`config.mk`:
```
export PLATFORM = sky130hd
export DESIGN_NAME = hdf_hasher
export DESIGN_NICKNAME = d
export VERILOG_FILES = /design/src/hdl/hdf_pkg.sv /design/src/hdl/hdf_hasher.sv
export SDC_FILE = /design/constraint.sdc
export NUM_CORES = 1
export LEC_CHECK = 0
export BUFFER_PORTS_ARGS = -buffer_cell sky130_fd_sc_hd__buf_4
export CORE_UTILIZATION = 60
export CTS_CLUSTER_SIZE = 28
export DETAILED_ROUTE_END_ITERATION = 10
export PLACE_DENSITY = 0.75
export SLEW_MARGIN = 20
export SYNTH_ARGS = -nofsm -noshare
export SYNTH_HDL_FRONTEND = slang
export SYNTH_SLANG_ARGS = --single-unit
```
`constraint.sdc`:
```
create_clock -name clk_i -period 6.6 [get_ports clk_i]
set_input_delay 0.99 -clock clk_i [delete_from_list [all_inputs] [get_ports clk_i]]
set_output_delay 0.99 -clock clk_i [all_outputs]
set_load 0.005 [all_outputs]
```
`src/hdl/hdf_pkg.sv`:
```
`default_nettype none

package hdf_pkg;

  localparam int unsigned HASH_W = 32;
  localparam int unsigned BYTE_W = 8;

  localparam logic [HASH_W-1:0] FNV_OFFSET_BASIS = 32'd2166136261;
  localparam logic [HASH_W-1:0] FNV_PRIME        = 32'd16777619;

  typedef struct packed {
    logic [BYTE_W-1:0] key_byte;
    logic              byte_present;
    logic              key_end;
  } hdf_in_t;

  typedef struct packed {
    logic              seen_before;
    logic [HASH_W-1:0] key_hash;
  } hdf_out_t;

  // Lookup token that walks the cell chain.
  typedef struct packed {
    logic              valid;
    logic [HASH_W-1:0] hash;
    logic              hit;
  } hdf_query_t;

endpackage

`default_nettype wire

```
`src/hdl/hdf_hasher.sv`:
```
`default_nettype none

module hdf_hasher
  import hdf_pkg::*;
(
  input  wire logic       clk_i,
  input  wire logic       rst_ni,
  input  wire logic       accept_i,
  input  wire hdf_in_t    item_i,
  output hdf_query_t      launch_o
);

  logic [HASH_W-1:0] running_q, running_d;
  logic [HASH_W-1:0] product;
  logic [HASH_W-1:0] folded;
  hdf_query_t        launch_q, launch_d;

  assign product = HASH_W'((running_q ^ HASH_W'(item_i.key_byte)) * FNV_PRIME);
  assign folded  = item_i.byte_present ? product : running_q;

  always_comb begin
    running_d      = running_q;
    launch_d       = launch_q;
    launch_d.valid = 1'b0;
    if (accept_i) begin
      if (item_i.key_end) begin
        // Force the low bit so a final hash never looks like an empty slot.
        launch_d.valid = 1'b1;
        launch_d.hash  = folded | HASH_W'(1);
        launch_d.hit   = 1'b0;
        running_d      = FNV_OFFSET_BASIS;
      end else begin
        running_d = folded;
      end
    end
  end

  always_ff @(posedge clk_i or negedge rst_ni) begin
    if (!rst_ni) begin
      running_q <= FNV_OFFSET_BASIS;
      launch_q  <= '0;
    end else begin
      running_q <= running_d;
      launch_q  <= launch_d;
    end
  end

  assign launch_o = launch_q;

endmodule

`default_nettype wire

```
==> reports/qor.csv, run 1 <==
metric,value,unit
DRT Pass-1 Iters,5,
die area,14500,um^2
outcome,"complete, no violations",
Post-CTS Setup Bufs,0,
Root Buffer,clkbuf_16,
RSZ-0062 raised after global routing,no,
setup ws final,0.398,ns
Fin Setup TNS,0,ns
"area leader, netlist",ha_1,
Max-Cap Viols,0,
Syn Inst Count,861,
ys flop type,dfrtp_1,
num ports,47,
DR vias,6362,
Post-synth EDFFs,0,
global-route usage over all layers,0.304,
Final Hold Fails,0,
"Distinct cells, synth",56,
final setup skew,0.00677,ns
Ys Warns,0,
Place WS,0.0355,ns
worst path cell trace,buf_4 > xnor2_1 > inv_1 > ha_1 > ha_1 > fa_1 > ha_1 > fa_1 > ha_1 > inv_1 > fa_1 > inv_1 > ha_1 > nand4_1 > or4_1 > o21ai_2 > or2_1 > a41oi_1 > xor2_1 > o22ai_1,
clock sinks,65,
critical path data required time,6.81,ns
syn_nets,1132,
Final Cycle Share,0.940,
"Setup violations, final",0,
Detail Route Antenna Nets,0,
Critical Path AT,6.41,ns
critical path class,in -> reg,
worst hold stages,1,
Reg2Reg Depth,19,
post-cts resize count,0,
H-tree Lvls,3,
Worst path top cell family by delay,adder cells,
critical path peak fanout,8,
Vias/cell,5.85,
Layout Area Growth over Synthesis,10.4,%
post-synthesis instance area,8410,um^2
Hold Path Class,reg -> reg,
most numerous cell on the critical path,ha_1,
Yosys top cell area share,0.274,
port bufs,45,
Final #Nets,1177,
die boundary height,120,um
Tightest Pin Transition,1.13,ns
cts hold-fix bufs,0,
row count,42,
CTS tree,done,
Die X,120,um
final core utilization,0.690,
Longest Clk Path Bufs,2,
Crit path depth,20,
Routed WL,20600,um
GPL Wtd Cong,0.943,
clk_lat worst skew,0.34,ns
initial drt markers,335,
"Buf+Inv Stages, Crit Path",4,
first-pass GRT wire length,33400,um
Worst path max stage delay,0.53,ns
crit path launch type,input pin,
critical path capture point type,flip-flop,
Period minus WS final,6.20,ns
fillers,1066,
Crit-path slowest cell,fa_1,
ys async rst share,1.00,
CTS Buf Count,9,
vias in the first global route,6676,
antenna violations before repair,0,
syn avg cell area,9.77,um^2
Core Region,13500,um^2
GRT overflow,0,
dpl hpwl,16800,um
starting density of the core,0.625,
Synth Register Bits,65,
Worst-path clk slew,0.06,ns
share of cells above drive strength 1,0.103,
FF-to-FF setup slack,0.62,ns
number of antenna repair diodes,0,
Peak Freq,0.161,GHz
sequential share of the synthesized area,0.196,
Slew HR,0.242,
largest net degree at the start of global routing,66,
DRC violations left,0,
ranking of synthesized cells by area,"ha_1 (27%), fa_1 (18%), dfrtp_1 (15%)",
Max Slew Vio Count,0,
drt wl/cell,18.9,um
[cells in the mapped netlist, types with 5 or more instances]
library cell and number:
clkbuf_1 18, a221o_1 5, a21oi_1 47, fa_1 74
dfstp_2 14, dfrtp_1 51, xor2_1 24, nor2_1 32
nand2_1 43, o22a_1 15, inv_1 163, a41oi_1 5
o22ai_1 5, a31oi_1 5, nand2b_1 5, o21ai_1 5
ha_1 184, a22o_1 6, a21o_1 18, o21ai_0 33
xnor2_1 32, mux2i_1 11, a211oi_1 6, o21a_1 5
[final timing paths]
check | start | endpoint
worst max register to register | running_q[6] | launch_o[29]
max in group asynchronous | rst_ni | running_q[9]
min in group asynchronous | rst_ni | launch_o[28]
worst max-delay path | item_i[9] | launch_o[29]
worst min-delay path | launch_o[1] | launch_o[1]
worst min register to register | launch_o[1] | launch_o[1]
[logic make-up (layout without fill, tap and decap cells)]
family                     Yosys count  after routing  share of synthesized area
adders and majority gates          258            258                      0.450
buffers and inverters              187            237                     0.0842
AOI/OAI and AO/OA                  176            176                      0.141
and+or+nand+nor                    107            107                     0.0576
DFF                                 65             65                      0.196
xor gates and xnor gates            56             56                     0.0583
muxes                               11             11                     0.0131
other                                1              1                   0.000446
[layout make-up]
cell class,instances,area (um^2),share of cell area
Multi-Input combinational cell,609,6060,0.653
Clock inverter,6,91.3,0.00984
Clock buffer,10,229,0.0247
Inverter,165,619,0.0667
Sequential cell,65,1640,0.177
Timing Repair Buffer,56,420,0.0453
Tap cell,176,220,0.0237
[worst register-to-register path: cells and delay by family, from the launching register on]
family	cells	cell delay, ns
compound gates	3	0.47
xor+xnor	2	0.59
fa+ha+maj	8	3.02
buf+inv	3	0.33
flops	1	0.56
simple gates	3	0.92
[placed cells by master (no fill, tap or decap), drive strengths merged, types with 10 or more instances in the layout]
cell type / count
a21o: 19
a21oi: 47
buf: 56
clkbuf: 10
dfrtp: 51
dfstp: 14
fa: 74
ha: 184
inv: 164
mux2i: 11
nand2: 43
nor2: 32
o21ai: 39
o22a: 15
xnor2: 32
xor2: 24
[metrics by stage]
step           instances  hold WS [ns]  cell area [um^2]
2_1_floorplan        861         0.459              8410
3_3_place_gp        1071         0.450              8960
3_5_place_dp        1071         0.454              8960
4_1_cts             1087         0.471              9280
5_1_grt             1087         0.489              9280
6_report            1087         0.467              9280
[metal layers]
layer | wire, um | track usage | vias to the layer above
met5 | 0 | 0 | -
met4 | 589 | 0.105 | 0
met3 | 929 | 0.0382 | 45
met2 | 10300 | 0.536 | 163
met1 | 8740 | 0.385 | 3158
li1 | - | - | 2996
[sequential cells by signal (all words and copies together), names as in the netlist]
signal / count
launch_o: 33
running_q: 32
Power of run 1 is not shown: default switching activity piles up to over one toggle a cycle in this logic, so the estimate is an artifact.
==> run 2, diff against run 1 <==
Clock period 6.6 ns to 7.7 ns, I/O delays scaled along.
==> run 2 against run 1 <==
Cell area decreased by 0.62%. Critical path type unchanged. Setup slack improved by 0.83 ns. Cell count decreased by 0.46%.
==> reports/qor.csv, run 2 (same netlist as run 1, synthesis figures left out) <==
metric,value,unit,change
Max-Cap Viols,0,,unchanged
die area,14500,um^2,unchanged
worst hold stages,2,,+1
vias in the first global route,6720,,+0.66%
dpl hpwl,17200,um,+2.5%
worst path cell trace,buf_4 > xnor2_1 > inv_1 > ha_1 > ha_1 > fa_1 > ha_1 > fa_1 > ha_1 > inv_1 > fa_1 > inv_1 > ha_1 > nand4_1 > or4_1 > o21ai_2 > or2_1 > a221oi_2 > xnor2_1 > a221o_1,,
Post-CTS Setup Bufs,0,,unchanged
design area,9220,um^2,-0.62%
"most common cell after layout, fill and taps aside",ha_1,,
Register Area,1640,um^2,unchanged
Reg2Reg Depth,19,,unchanged
first-pass GRT wire length,34100,um,+2.0%
critical path class,in -> reg,,
Detail Route Antenna Nets,0,,unchanged
Peak Freq,0.155,GHz,
DRC violations left,0,,unchanged
Worst path max stage delay,0.52,ns,about the same
GPL Wtd Cong,0.951,,+0.81%
clock sinks,65,,unchanged
port bufs,45,,unchanged
DRT Pass-1 Iters,5,,unchanged
most numerous cell on the critical path,ha_1,,
area of the multi-input gates,6060,um^2,unchanged
worst hold start,launch_o[8],,
final setup skew,0.00635,ns,-0.000412 ns
Final #Nets,1171,,-0.51%
Worst-path clk slew,0.06,ns,about the same
H-tree Lvls,3,,unchanged
drt wl/cell,19.7,um,+3.8%
outcome,"complete, no violations",,
worst reg2reg endpoint,launch_o[27],,
die boundary height,120,um,unchanged
reg2reg start,running_q[7],,
"Setup violations, final",0,,unchanged
Worst path top cell family by delay,adder cells,,
post-cts resize count,0,,unchanged
RSZ-0062 raised after global routing,no,,
Crit-path slowest cell,fa_1,,
CTS Buf Count,9,,unchanged
num ports,47,,unchanged
most frequent cells in the layout,"ha_1 (184), inv_1 (163), fa_1 (74)",,
fillers,1055,,-1.0%
cts hold-fix bufs,0,,unchanged
share of cells above drive strength 1,0.0983,,-0.00484
Period minus WS final,6.47,ns,
Critical Path AT,6.68,ns,+0.27 ns
crit path launch type,input pin,,
row count,42,,unchanged
DR vias,6370,,+0.13%
Hold Path Class,reg -> reg,,
CTS tree,done,,
worst hold endpoint,launch_o[8],,
Final Cycle Share,0.840,,
GRT overflow,0,,unchanged
Tightest Pin Transition,1.10,ns,-0.0310 ns
starting density of the core,0.625,,unchanged
initial drt markers,473,,+41%
Root Buffer,clkbuf_16,,
"Buf+Inv Stages, Crit Path",4,,unchanged
Final Hold Fails,0,,unchanged
critical path data required time,7.91,ns,+1.10 ns
Longest Clk Path Bufs,2,,unchanged
max reg flops,33,,unchanged
Core Region,13500,um^2,unchanged
critical path peak fanout,8,,unchanged
placed cell area,8910,um^2,-0.50%
Vias/cell,5.89,,+0.59%
FF-to-FF setup slack,1.70,ns,+1.08 ns
critical path capture point type,flip-flop,,
Layout Area Growth over Synthesis,9.69,%,
Max Slew Vio Count,0,,unchanged
largest net degree at the start of global routing,66,,unchanged
Fin Setup TNS,0,ns,unchanged
antenna violations before repair,1,,+1
global-route usage over all layers,0.313,,+0.00836
Routed WL,21300,um,+3.3%
Die X,120,um,unchanged
Slew HR,0.262,,+0.0207
clk_lat worst skew,0.34,ns,about the same
==> run 2: cell types whose count changed in the layout (fill, tap and decap cells not counted), sizes merged <==
cell / previous run / this run
clkinvlp: 0 / 3
clkinv: 5 / 3
bufinv: 2 / 1
buf: 56 / 50
diode: 0 / 1
==> run 2: worst max-delay path by stage <==
stage                          from  slack, ns  cells after the start           end
after floorplan           item_i[9]       1.60                     20  launch_o[27]
after global placement    item_i[6]       1.15                     20  launch_o[30]
after detailed placement  item_i[9]       1.01                     20  launch_o[27]
after CTS                 item_i[9]       1.29                     20  launch_o[27]
after global routing      item_i[9]       0.96                     21  launch_o[27]
final                     item_i[9]       1.23                     20  launch_o[27]
==> run 2: cell type report <==
type	count	share of cell area
timing repair buffer	50	0.0407
tap	176	0.0239
multi-input combinational	609	0.657
antenna	1	0.000271
inverter	165	0.0672
clock inverter	6	0.00719
sequential	65	0.178
clock buffer	10	0.0259
==> run 2: tightest hold or removal path, stage by stage (launching register included) <==
cell and delay (ns):
dfrtp_1 0.33, nand2_1 0.05, o21ai_0 0.06
==> run 2: layer usage <==
layer  part of all wire  global-route usage
met3              0.067              0.0566
met5                  0                   0
met2               0.49               0.547
met4              0.034               0.109
met1               0.40               0.387
==> run 2: per-stage QoR <==
step / utilization / hold WS [ns] / cells / setup WS, ns
floorplan: - / 0.459 / 861 / 1.60
global placement: 0.663 / 0.460 / 1065 / 1.15
detailed placement: 0.663 / 0.471 / 1065 / 1.01
CTS: 0.685 / 0.484 / 1081 / 1.29
global route: 0.685 / 0.496 / 1081 / 0.956
finish: 0.686 / 0.476 / 1082 / 1.23
Power of run 2 is left out for the same reason.
