$ cat src/hdl/hdf_pkg.sv
`default_nettype none

package hdf_pkg;

  localparam int unsigned HASH_W = 32;
  localparam int unsigned BYTE_W = 8;

  localparam logic [HASH_W-1:0] FNV_OFFSET_BASIS = 32'd2166136261;
  localparam logic [HASH_W-1:0] FNV_PRIME        = 32'd16777619;

  typedef struct packed {
    logic [BYTE_W-1:0] key_byte;
    logic              byte_present;
    logic              key_end;
  } hdf_in_t;

  typedef struct packed {
    logic              seen_before;
    logic [HASH_W-1:0] key_hash;
  } hdf_out_t;

  // Lookup token that walks the cell chain.
  typedef struct packed {
    logic              valid;
    logic [HASH_W-1:0] hash;
    logic              hit;
  } hdf_query_t;

endpackage

`default_nettype wire

$ cat src/hdl/hdf_cell.sv
`default_nettype none

module hdf_cell
  import hdf_pkg::*;
(
  input  wire logic              clk_i,
  input  wire logic              rst_ni,
  input  wire hdf_query_t        query_i,
  input  wire logic              shift_i,
  input  wire logic [HASH_W-1:0] slot_i,
  output hdf_query_t             query_o,
  output logic [HASH_W-1:0]      slot_o
);

  logic [HASH_W-1:0] slot_q, slot_d;
  hdf_query_t        query_q, query_d;

  always_comb begin
    query_d     = query_i;
    query_d.hit = query_i.hit | (query_i.valid & (slot_q == query_i.hash));
    // Insert moves every slot one cell down; the last one drops out.
    slot_d      = shift_i ? slot_i : slot_q;
  end

  always_ff @(posedge clk_i or negedge rst_ni) begin
    if (!rst_ni) begin
      slot_q  <= '0;
      query_q <= '0;
    end else begin
      slot_q  <= slot_d;
      query_q <= query_d;
    end
  end

  assign query_o = query_q;
  assign slot_o  = slot_q;

endmodule

`default_nettype wire
$ cat config.mk
export PLATFORM = sky130hd
export DESIGN_NAME = hdf_cell
export DESIGN_NICKNAME = d
export VERILOG_FILES = /design/src/hdl/hdf_pkg.sv /design/src/hdl/hdf_cell.sv
export SDC_FILE = /design/constraint.sdc
export NUM_CORES = 1
export LEC_CHECK = 0
export BUFFER_PORTS_ARGS = -buffer_cell sky130_fd_sc_hd__clkbuf_2
export CAP_MARGIN = 20
export CORE_UTILIZATION = 47
export CTS_CLUSTER_SIZE = 10
export DETAILED_ROUTE_END_ITERATION = 16
export GPL_TIMING_DRIVEN = 0
export PLACE_DENSITY_LB_ADDON = 0.2
export SLEW_MARGIN = 20
export SYNTH_ARGS = -nofsm -noshare
export SYNTH_HDL_FRONTEND = slang
export SYNTH_SLANG_ARGS = --single-unit
$ cat constraint.sdc
create_clock -name clk_i -period 2.8 [get_ports clk_i]
set_input_delay 0.28 -clock clk_i [delete_from_list [all_inputs] [get_ports clk_i]]
set_output_delay 0.28 -clock clk_i [all_outputs]
set_load 0.01 [all_outputs]
==> key figures, run 1 <==
Synth
  – Largest area contributor in the netlist: sky130_fd_sc_hd__dfrtp_1
  – Flops & latches, synth: 66
  – Nets in the synthesized netlist: 215
  – Simple-gate share of the synthesized area: 2.771%
  – Cell area after technology mapping: 2394 µm²
  – Synthesized-area fraction occupied by ao, oa, aoi and oai cells: 0.3659%
  – Total of warnings raised by yosys: 0
  – Synth area leaders: sky130_fd_sc_hd__dfrtp_1, sky130_fd_sc_hd__mux2_2, sky130_fd_sc_hd__xnor2_1
  – Share of Yosys cell area claimed by the top area cell type: 69.00%
  – Fraction of the mapped netlist area in adder cells: 0%
  – Main combinational cell family by area after synthesis: multiplexers
  – Mean instance size in the synthesized netlist: 16.39 µm²
  – Sequential element share of the synthesized area: 69.00%
  – Post-synthesis mux area share: 15.05%
  – Synth Instances: 146
  – Xor and xnor fraction of the mapped netlist area: 11.71%
  – Count of different cell masters after synthesis: 13

Die
  – Number of cell rows: 25
  – Die X: 73.36 µm
  – Starting Density: 49.69%
  – Number of top-level pins: 135
  – Area of the die: 5382 µm²
  – Y dimension of the die: 73.36 µm
  – Core ar.: 4817 µm²

Timing
  – Worst hold margin: 81.19 ps
  – Pins Over Slew Limit: 0
  – Clock tree skew after final layout: 8.091 ps
  – Post-layout minimum cycle time: 1392 ps
  – Max Clk Rate: 718.3 MHz
  – Hold violation count in the final report: 0
  – Final period util: 49.72%
  – Normalized max-slew margin: 74.50%
  – Setup repair after global routing missed its margin: false
  – Total negative setup slack: 0 ps
  – Slew of the pin with the lowest slew margin: 379.0 ps
  – Final worst slack: 1408 ps
  – Setup Viol. Count Final: 0

Worst hold path
  – Number of instances on the worst hold path: 1
  – Worst hold-check path type: in -> reg
  – Worst min-delay path startpoint: query_i[33]
  – Sink of the worst hold path: query_o[33]$_DFF_PN0_

Power
  – Total power: 0.002030 W
  – Worst vdd ir: 372.9 µV
  – Pwr Density: 608.8 nW/µm²
  – Pleak: 1.653 nW

Worst setup path
  – Required time of the worst setup path: 3060 ps
  – Maximum fanout encountered on the critical timing path: 3
  – Type of the setup path with the least slack: reg -> reg
  – FF-to-FF End: query_o[0]$_DFF_PN0_
  – Worst path buffer plus inverter count: 0
  – Critical Path, Cell by Cell: xnor2_1 > nand4_1 > nor4_1 > a31o_1
  – Family with the most delay on the worst path: simple AND/OR/NAND/NOR gates
  – Kind of capture point of the worst setup path: flip-flop
  – Worst endpoint data arrival time: 1650 ps
  – Logic depth of the worst register-to-register path: 4
  – Delay contributed by the slowest stage of the critical path: 400 ps
  – Cell type of the slowest stage on the worst timing path: sky130_fd_sc_hd__dfrtp_1
  – Reg2reg setup slack: 1410 ps
  – Critical Path Source Type: flip-flop
  – Origin of the critical flop-to-flop path: slot_o[19]$_DFFE_PN0P_

GRT
  – Vias in the first global route: 1,683
  – Number of antenna violations at the first check in global routing: 0
  – Largest net degree at the start of global routing: 55
  – First-pass GRT wire length: 7852 µm
  – Aggregate global-route resource usage: 20.50%
  – Overall overflow remaining after global route: 0

Drt
  – Drt pass-1 iters: 6
  – Initial DRC Count: 71
  – Post-DRT Antenna Nets: 0
  – Ratio of routed vias to standard cells: 4.601
  – Total wire length: 5048 µm
  – Routed vias: 1,670
  – Final routed DRC violation total: 0
  – DR WL/cell: 13.91 µm

Clock tree
  – Clock buffer count from CTS: 9
  – CTS tree: built
  – Clock Root Buffer: sky130_fd_sc_hd__clkbuf_8
  – Clock latency reported for the late side of the worst-skew pair: 320 ps
  – Count of H-tree levels built during CTS: 3
  – Register clock-pin slew on the reported worst setup and hold paths: 60 ps
  – Number of buffers on the longest clock path: 2
  – Clock sinks: 66
  – CTS resizes: 0

Cells and area
  – Total area of multi-input combinational cells: 715.7 µm²
  – Inserted Diodes: 0
  – Total area of sequential cells: 1652 µm²
  – Synthesis-to-finish area growth: 39.31%
  – Share of layout cells above drive strength 1: 60.81%
  – Layout filler cell count: 413
  – Leading cell types in the layout, fill and taps excluded: sky130_fd_sc_hd__clkbuf_2, sky130_fd_sc_hd__dfrtp_1, sky130_fd_sc_hd__mux2_2
  – Most common library cell in the layout ignoring fill and taps: sky130_fd_sc_hd__clkbuf_2
  – Final-stage net count: 361
  – Final cell count without fillers: 363

Place
  – Placed cell count: 347
  – Routability congestion estimate: 0.7042
  – Post-DP HPWL: 3907 µm
  – Count of port buffers added during placement: 133
  – Worst slack after detailed placement: 1443 ps

Job
  – MaxCap Viol Count: 0

Run status
  – Run status: completed
## area by class of cell
type | count | area share [%]
Timing Repair Buffer | 135 | 21.16
Tap cell | 67 | 2.514
Clock buffer | 11 | 3.940
Clock inverter | 4 | 0.6004
Buffer | 4 | 0.7880
Sequential cell | 66 | 49.53
Multi-Input combinational cell | 76 | 21.46
## routing by layer
metal	track usage (%)	wire (µm)	share of wire, %
met1	23.99	1975	39
met4	8.974	59	1.2
met3	7.956	410	8.1
met2	33.64	2602	52
met5	0	0	0
## sequential cells by signal (all words and copies together), names as in the netlist
name and count:
query_o 34, slot_o 32
## synth_stat cells, drive strengths merged
cell	number
dfrtp	66
mux2	32
xnor2	28
nand4	6
xor2	4
buf	3
nor4	2
a31o	1
and3	1
clkbuf	1
nand3	1
nor3	1
## logic make-up (layout without fill, tap and decap cells)
group                     after synthesis  count (layout)
DFF                                    66              66
and+or+nand+nor                        11              11
AOI/OAI and AO/OA                       1               1
buffers and inverters                   4             154
muxes                                  32              32
xor gates and xnor gates               32              32
## where the power goes
group          internal (W)  switching (W)
combinational      0.000172       0.000148
sequential          0.00102      0.0000501
clock              0.000311       0.000324
total               0.00151       0.000522
## worst max path at each step
stage	from	to	slack, ps	depth (start not counted)
finish	slot_o[19]$_DFFE_PN0P_	query_o[0]$_DFF_PN0_	1410	4
global route	slot_o[19]$_DFFE_PN0P_	query_o[0]$_DFF_PN0_	1340	4
CTS	slot_o[19]$_DFFE_PN0P_	query_o[0]$_DFF_PN0_	1420	4
detailed placement	query_i[20]	query_o[0]$_DFF_PN0_	1440	5
global placement	rst_ni	slot_o[25]$_DFFE_PN0P_	1050	1
floorplan	slot_o[15]$_DFFE_PN0P_	query_o[0]$_DFF_PN0_	1660	4
## what timing repair did
| item | 4_1_cts | 5_1_grt |
|---|---|---|
| hold buffers | 1 | 0 |
| setup buffers | 0 | 0 |
| endpoints found under the hold margin | 12 | 0 |
## through the flow
| stage | util (%) | cell area [µm²] |
|---|---|---|
| 6_report | 69.22 | 3334 |
| 5_1_grt | 69.22 | 3334 |
| 4_1_cts | 69.22 | 3334 |
| 3_5_place_dp | 65.87 | 3173 |
| 3_3_place_gp | 65.25 | 3143 |
| 2_1_floorplan | - | 2394 |
Note: power is estimated with default switching activity, not from simulation.
==> inputs of run 2 (changes only) <==
--- a/config.mk
+++ b/config.mk
@@ -7,7 +7,7 @@
 export LEC_CHECK = 0
 export BUFFER_PORTS_ARGS = -buffer_cell sky130_fd_sc_hd__clkbuf_2
 export CAP_MARGIN = 20
-export CORE_UTILIZATION = 47
+export CORE_UTILIZATION = 39
 export CTS_CLUSTER_SIZE = 10
 export DETAILED_ROUTE_END_ITERATION = 16
 export GPL_TIMING_DRIVEN = 0
==> constraint.sdc (replaced) <==
create_clock -name clk_i -period 1.2 [get_ports clk_i]
set_input_delay 0.12 -clock clk_i [delete_from_list [all_inputs] [get_ports clk_i]]
set_output_delay 0.12 -clock clk_i [all_outputs]
set_load 0.01 [all_outputs]
==> key figures, run 2 (synthesis results as in run 1) <==
Worst setup path
  – Type of the setup path with the least slack: in -> reg
  – Critical Path Source Type: input pin
  – Worst endpoint data arrival time: 1580 ps
  – Logic depth of the worst register-to-register path: 4
  – Kind of capture point of the worst setup path: flip-flop
  – Maximum fanout encountered on the critical timing path: 2
  – Required time of the worst setup path: 1460 ps

Clock tree
  – Number of setup buffers added after CTS: 0
  – Clock latency reported for the late side of the worst-skew pair: 330 ps
  – Number of buffers on the longest clock path: 2
  – Register clock-pin slew on the reported worst setup and hold paths: 60 ps
  – Clock sinks: 66
  – Count of H-tree levels built during CTS: 3
  – CTS tree: built
  – Clock Root Buffer: sky130_fd_sc_hd__clkbuf_8
  – Clock buffer count from CTS: 9

Drt
  – Final routed DRC violation total: 0
  – Routed vias: 1,835
  – Detailed route wirelength on metal3: 400 µm
  – Post-DRT Antenna Nets: 0
  – Ratio of routed vias to standard cells: 4.509
  – Top metal layer carrying routed signals: met4
  – Drt pass-1 iters: 4
  – Initial DRC Count: 57
  – DR WL/cell: 14.15 µm
  – Total wire length: 5758 µm
  – Wire length the detailed router placed on met1: 2381 µm
  – Amount of wire on met2 after detailed routing: 2906 µm

Die
  – Core ar.: 5921 µm²
  – Die X: 80.34 µm
  – Number of top-level pins: 135
  – Y dimension of the die: 80.34 µm
  – Starting Density: 40.43%
  – Number of cell rows: 28
  – Area of the die: 6455 µm²

GRT
  – Number of antenna violations at the first check in global routing: 0
  – Aggregate global-route resource usage: 18.60%
  – Largest net degree at the start of global routing: 40
  – Overall overflow remaining after global route: 0
  – First-pass GRT wire length: 8666 µm
  – Vias in the first global route: 1,804

Power
  – Pleak: 1.824 nW
  – Total power: 0.004943 W
  – Pwr Density: 1325 nW/µm²
  – Worst vdd ir: 825.3 µV

Timing
  – Final period util: 109.9%
  – Post-layout minimum cycle time: 1319 ps
  – Setup Viol. Count Final: 1
  – Slew of the pin with the lowest slew margin: 401.8 ps
  – Max Clk Rate: 758.1 MHz
  – Setup repair after global routing missed its margin: true
  – Total negative setup slack: -119.1 ps
  – Pins Over Slew Limit: 0
  – Final worst slack: -119.1 ps
  – Clock tree skew after final layout: 10.13 ps
  – Normalized max-slew margin: 73.21%
  – Hold violation count in the final report: 0

Cells and area
  – Inserted Diodes: 0
  – Final-stage net count: 396
  – Share of layout cells above drive strength 1: 55.12%
  – Most common library cell in the layout ignoring fill and taps: sky130_fd_sc_hd__clkbuf_2
  – Post-route cell area: 3730 µm²
  – Number of flip-flops in the largest register: 34
  – Leading cell types in the layout, fill and taps excluded: sky130_fd_sc_hd__clkbuf_2, sky130_fd_sc_hd__dfrtp_1, sky130_fd_sc_hd__dlygate4sd3_1
  – Synthesis-to-finish area growth: 55.83%
  – Layout filler cell count: 480

Place
  – Count of port buffers added during placement: 133
  – Post-DP HPWL: 4038 µm
  – Routability congestion estimate: 0.7140
  – Total cell area at the placement stage: 3176 µm²

Worst hold path
  – Number of instances on the worst hold path: 2
  – Worst hold-check path type: in -> reg

Run status
  – Run status: finished, violations left
  – Violations in the final reports: negative setup slack

Job
  – MaxCap Viol Count: 0
==> run 2: cell types whose count changed in the layout (fill, tap and decap cells not counted), sizes merged <==
cell / before / now
clkinv: 4 / 3
dlygate4sd3: 1 / 36
clkbuf: 145 / 147
==> run 2: stage by stage <==
step | std cells | hold slack, ps | worst slack (ps) | util (%)
after floorplan | 146 | -175.6 | 55.53 | -
after global placement | 354 | 244.5 | -415.1 | 53.25
after detailed placement | 355 | 102.3 | -198.8 | 53.63
after CTS | 406 | -92.03 | -140.0 | 62.43
after global routing | 407 | 6.348 | -258.3 | 63.00
final | 407 | 15.37 | -119.1 | 63.00
==> run 2: worst paths after layout <==
kind | startpoint | endpoint | slack [ps]
max in group asynchronous | rst_ni | query_o[21]$_DFF_PN0_ | 360
setup reg to reg | slot_o[9]$_DFFE_PN0P_ | query_o[0]$_DFF_PN0_ | -100
hold / removal | slot_i[4] | slot_o[4]$_DFFE_PN0P_ | 20
hold reg to reg | slot_o[4]$_DFFE_PN0P_ | slot_o[4]$_DFFE_PN0P_ | 550
setup / recovery | query_i[9] | query_o[0]$_DFF_PN0_ | -120
min in group asynchronous | rst_ni | query_o[12]$_DFF_PN0_ | 290
==> run 2: routing by layer <==
layer,GRT usage [%],vias to the layer above
met5,0,-
met4,7.500,0
met3,6.023,8
met2,32.29,84
met1,20.94,881
li1,-,862
==> run 2: report_power, final <==
group	switching [W]	total [W]	internal [W]
logic	0.000376	0.000855	0.000480
clock network	0.000778	0.00158	0.000799
registers	0.000120	0.00251	0.00239
total	0.00127	0.00494	0.00367
==> run 2: repair_timing <==
action | CTS | global route
pin swaps | 2 | 3
endpoints found under the setup margin | 1 | 1
hold buffers | 35 | 1
gates resized for setup | 1 | 3
endpoints found under the hold margin | 62 | 1
==> run 2: final cells by class <==
cell class | instances | area (µm²) | area share [%]
flip-flops and latches | 66 | 1652 | 44.28
clock buffers | 13 | 148.9 | 3.992
repair buffers | 170 | 1049 | 28.11
multi-input cells | 76 | 745.7 | 19.99
well taps | 75 | 93.84 | 2.516
clock inverters | 3 | 15.01 | 0.4025
plain buffers | 4 | 26.28 | 0.7045
==> run 2: critical path: stages <==
cell and delay, ps:
sky130_fd_sc_hd__dlygate4sd3_1 550, sky130_fd_sc_hd__clkbuf_2 120, sky130_fd_sc_hd__xnor2_1 160, sky130_fd_sc_hd__nand4_1 150, sky130_fd_sc_hd__nor4_4 310, sky130_fd_sc_hd__a31o_1 170
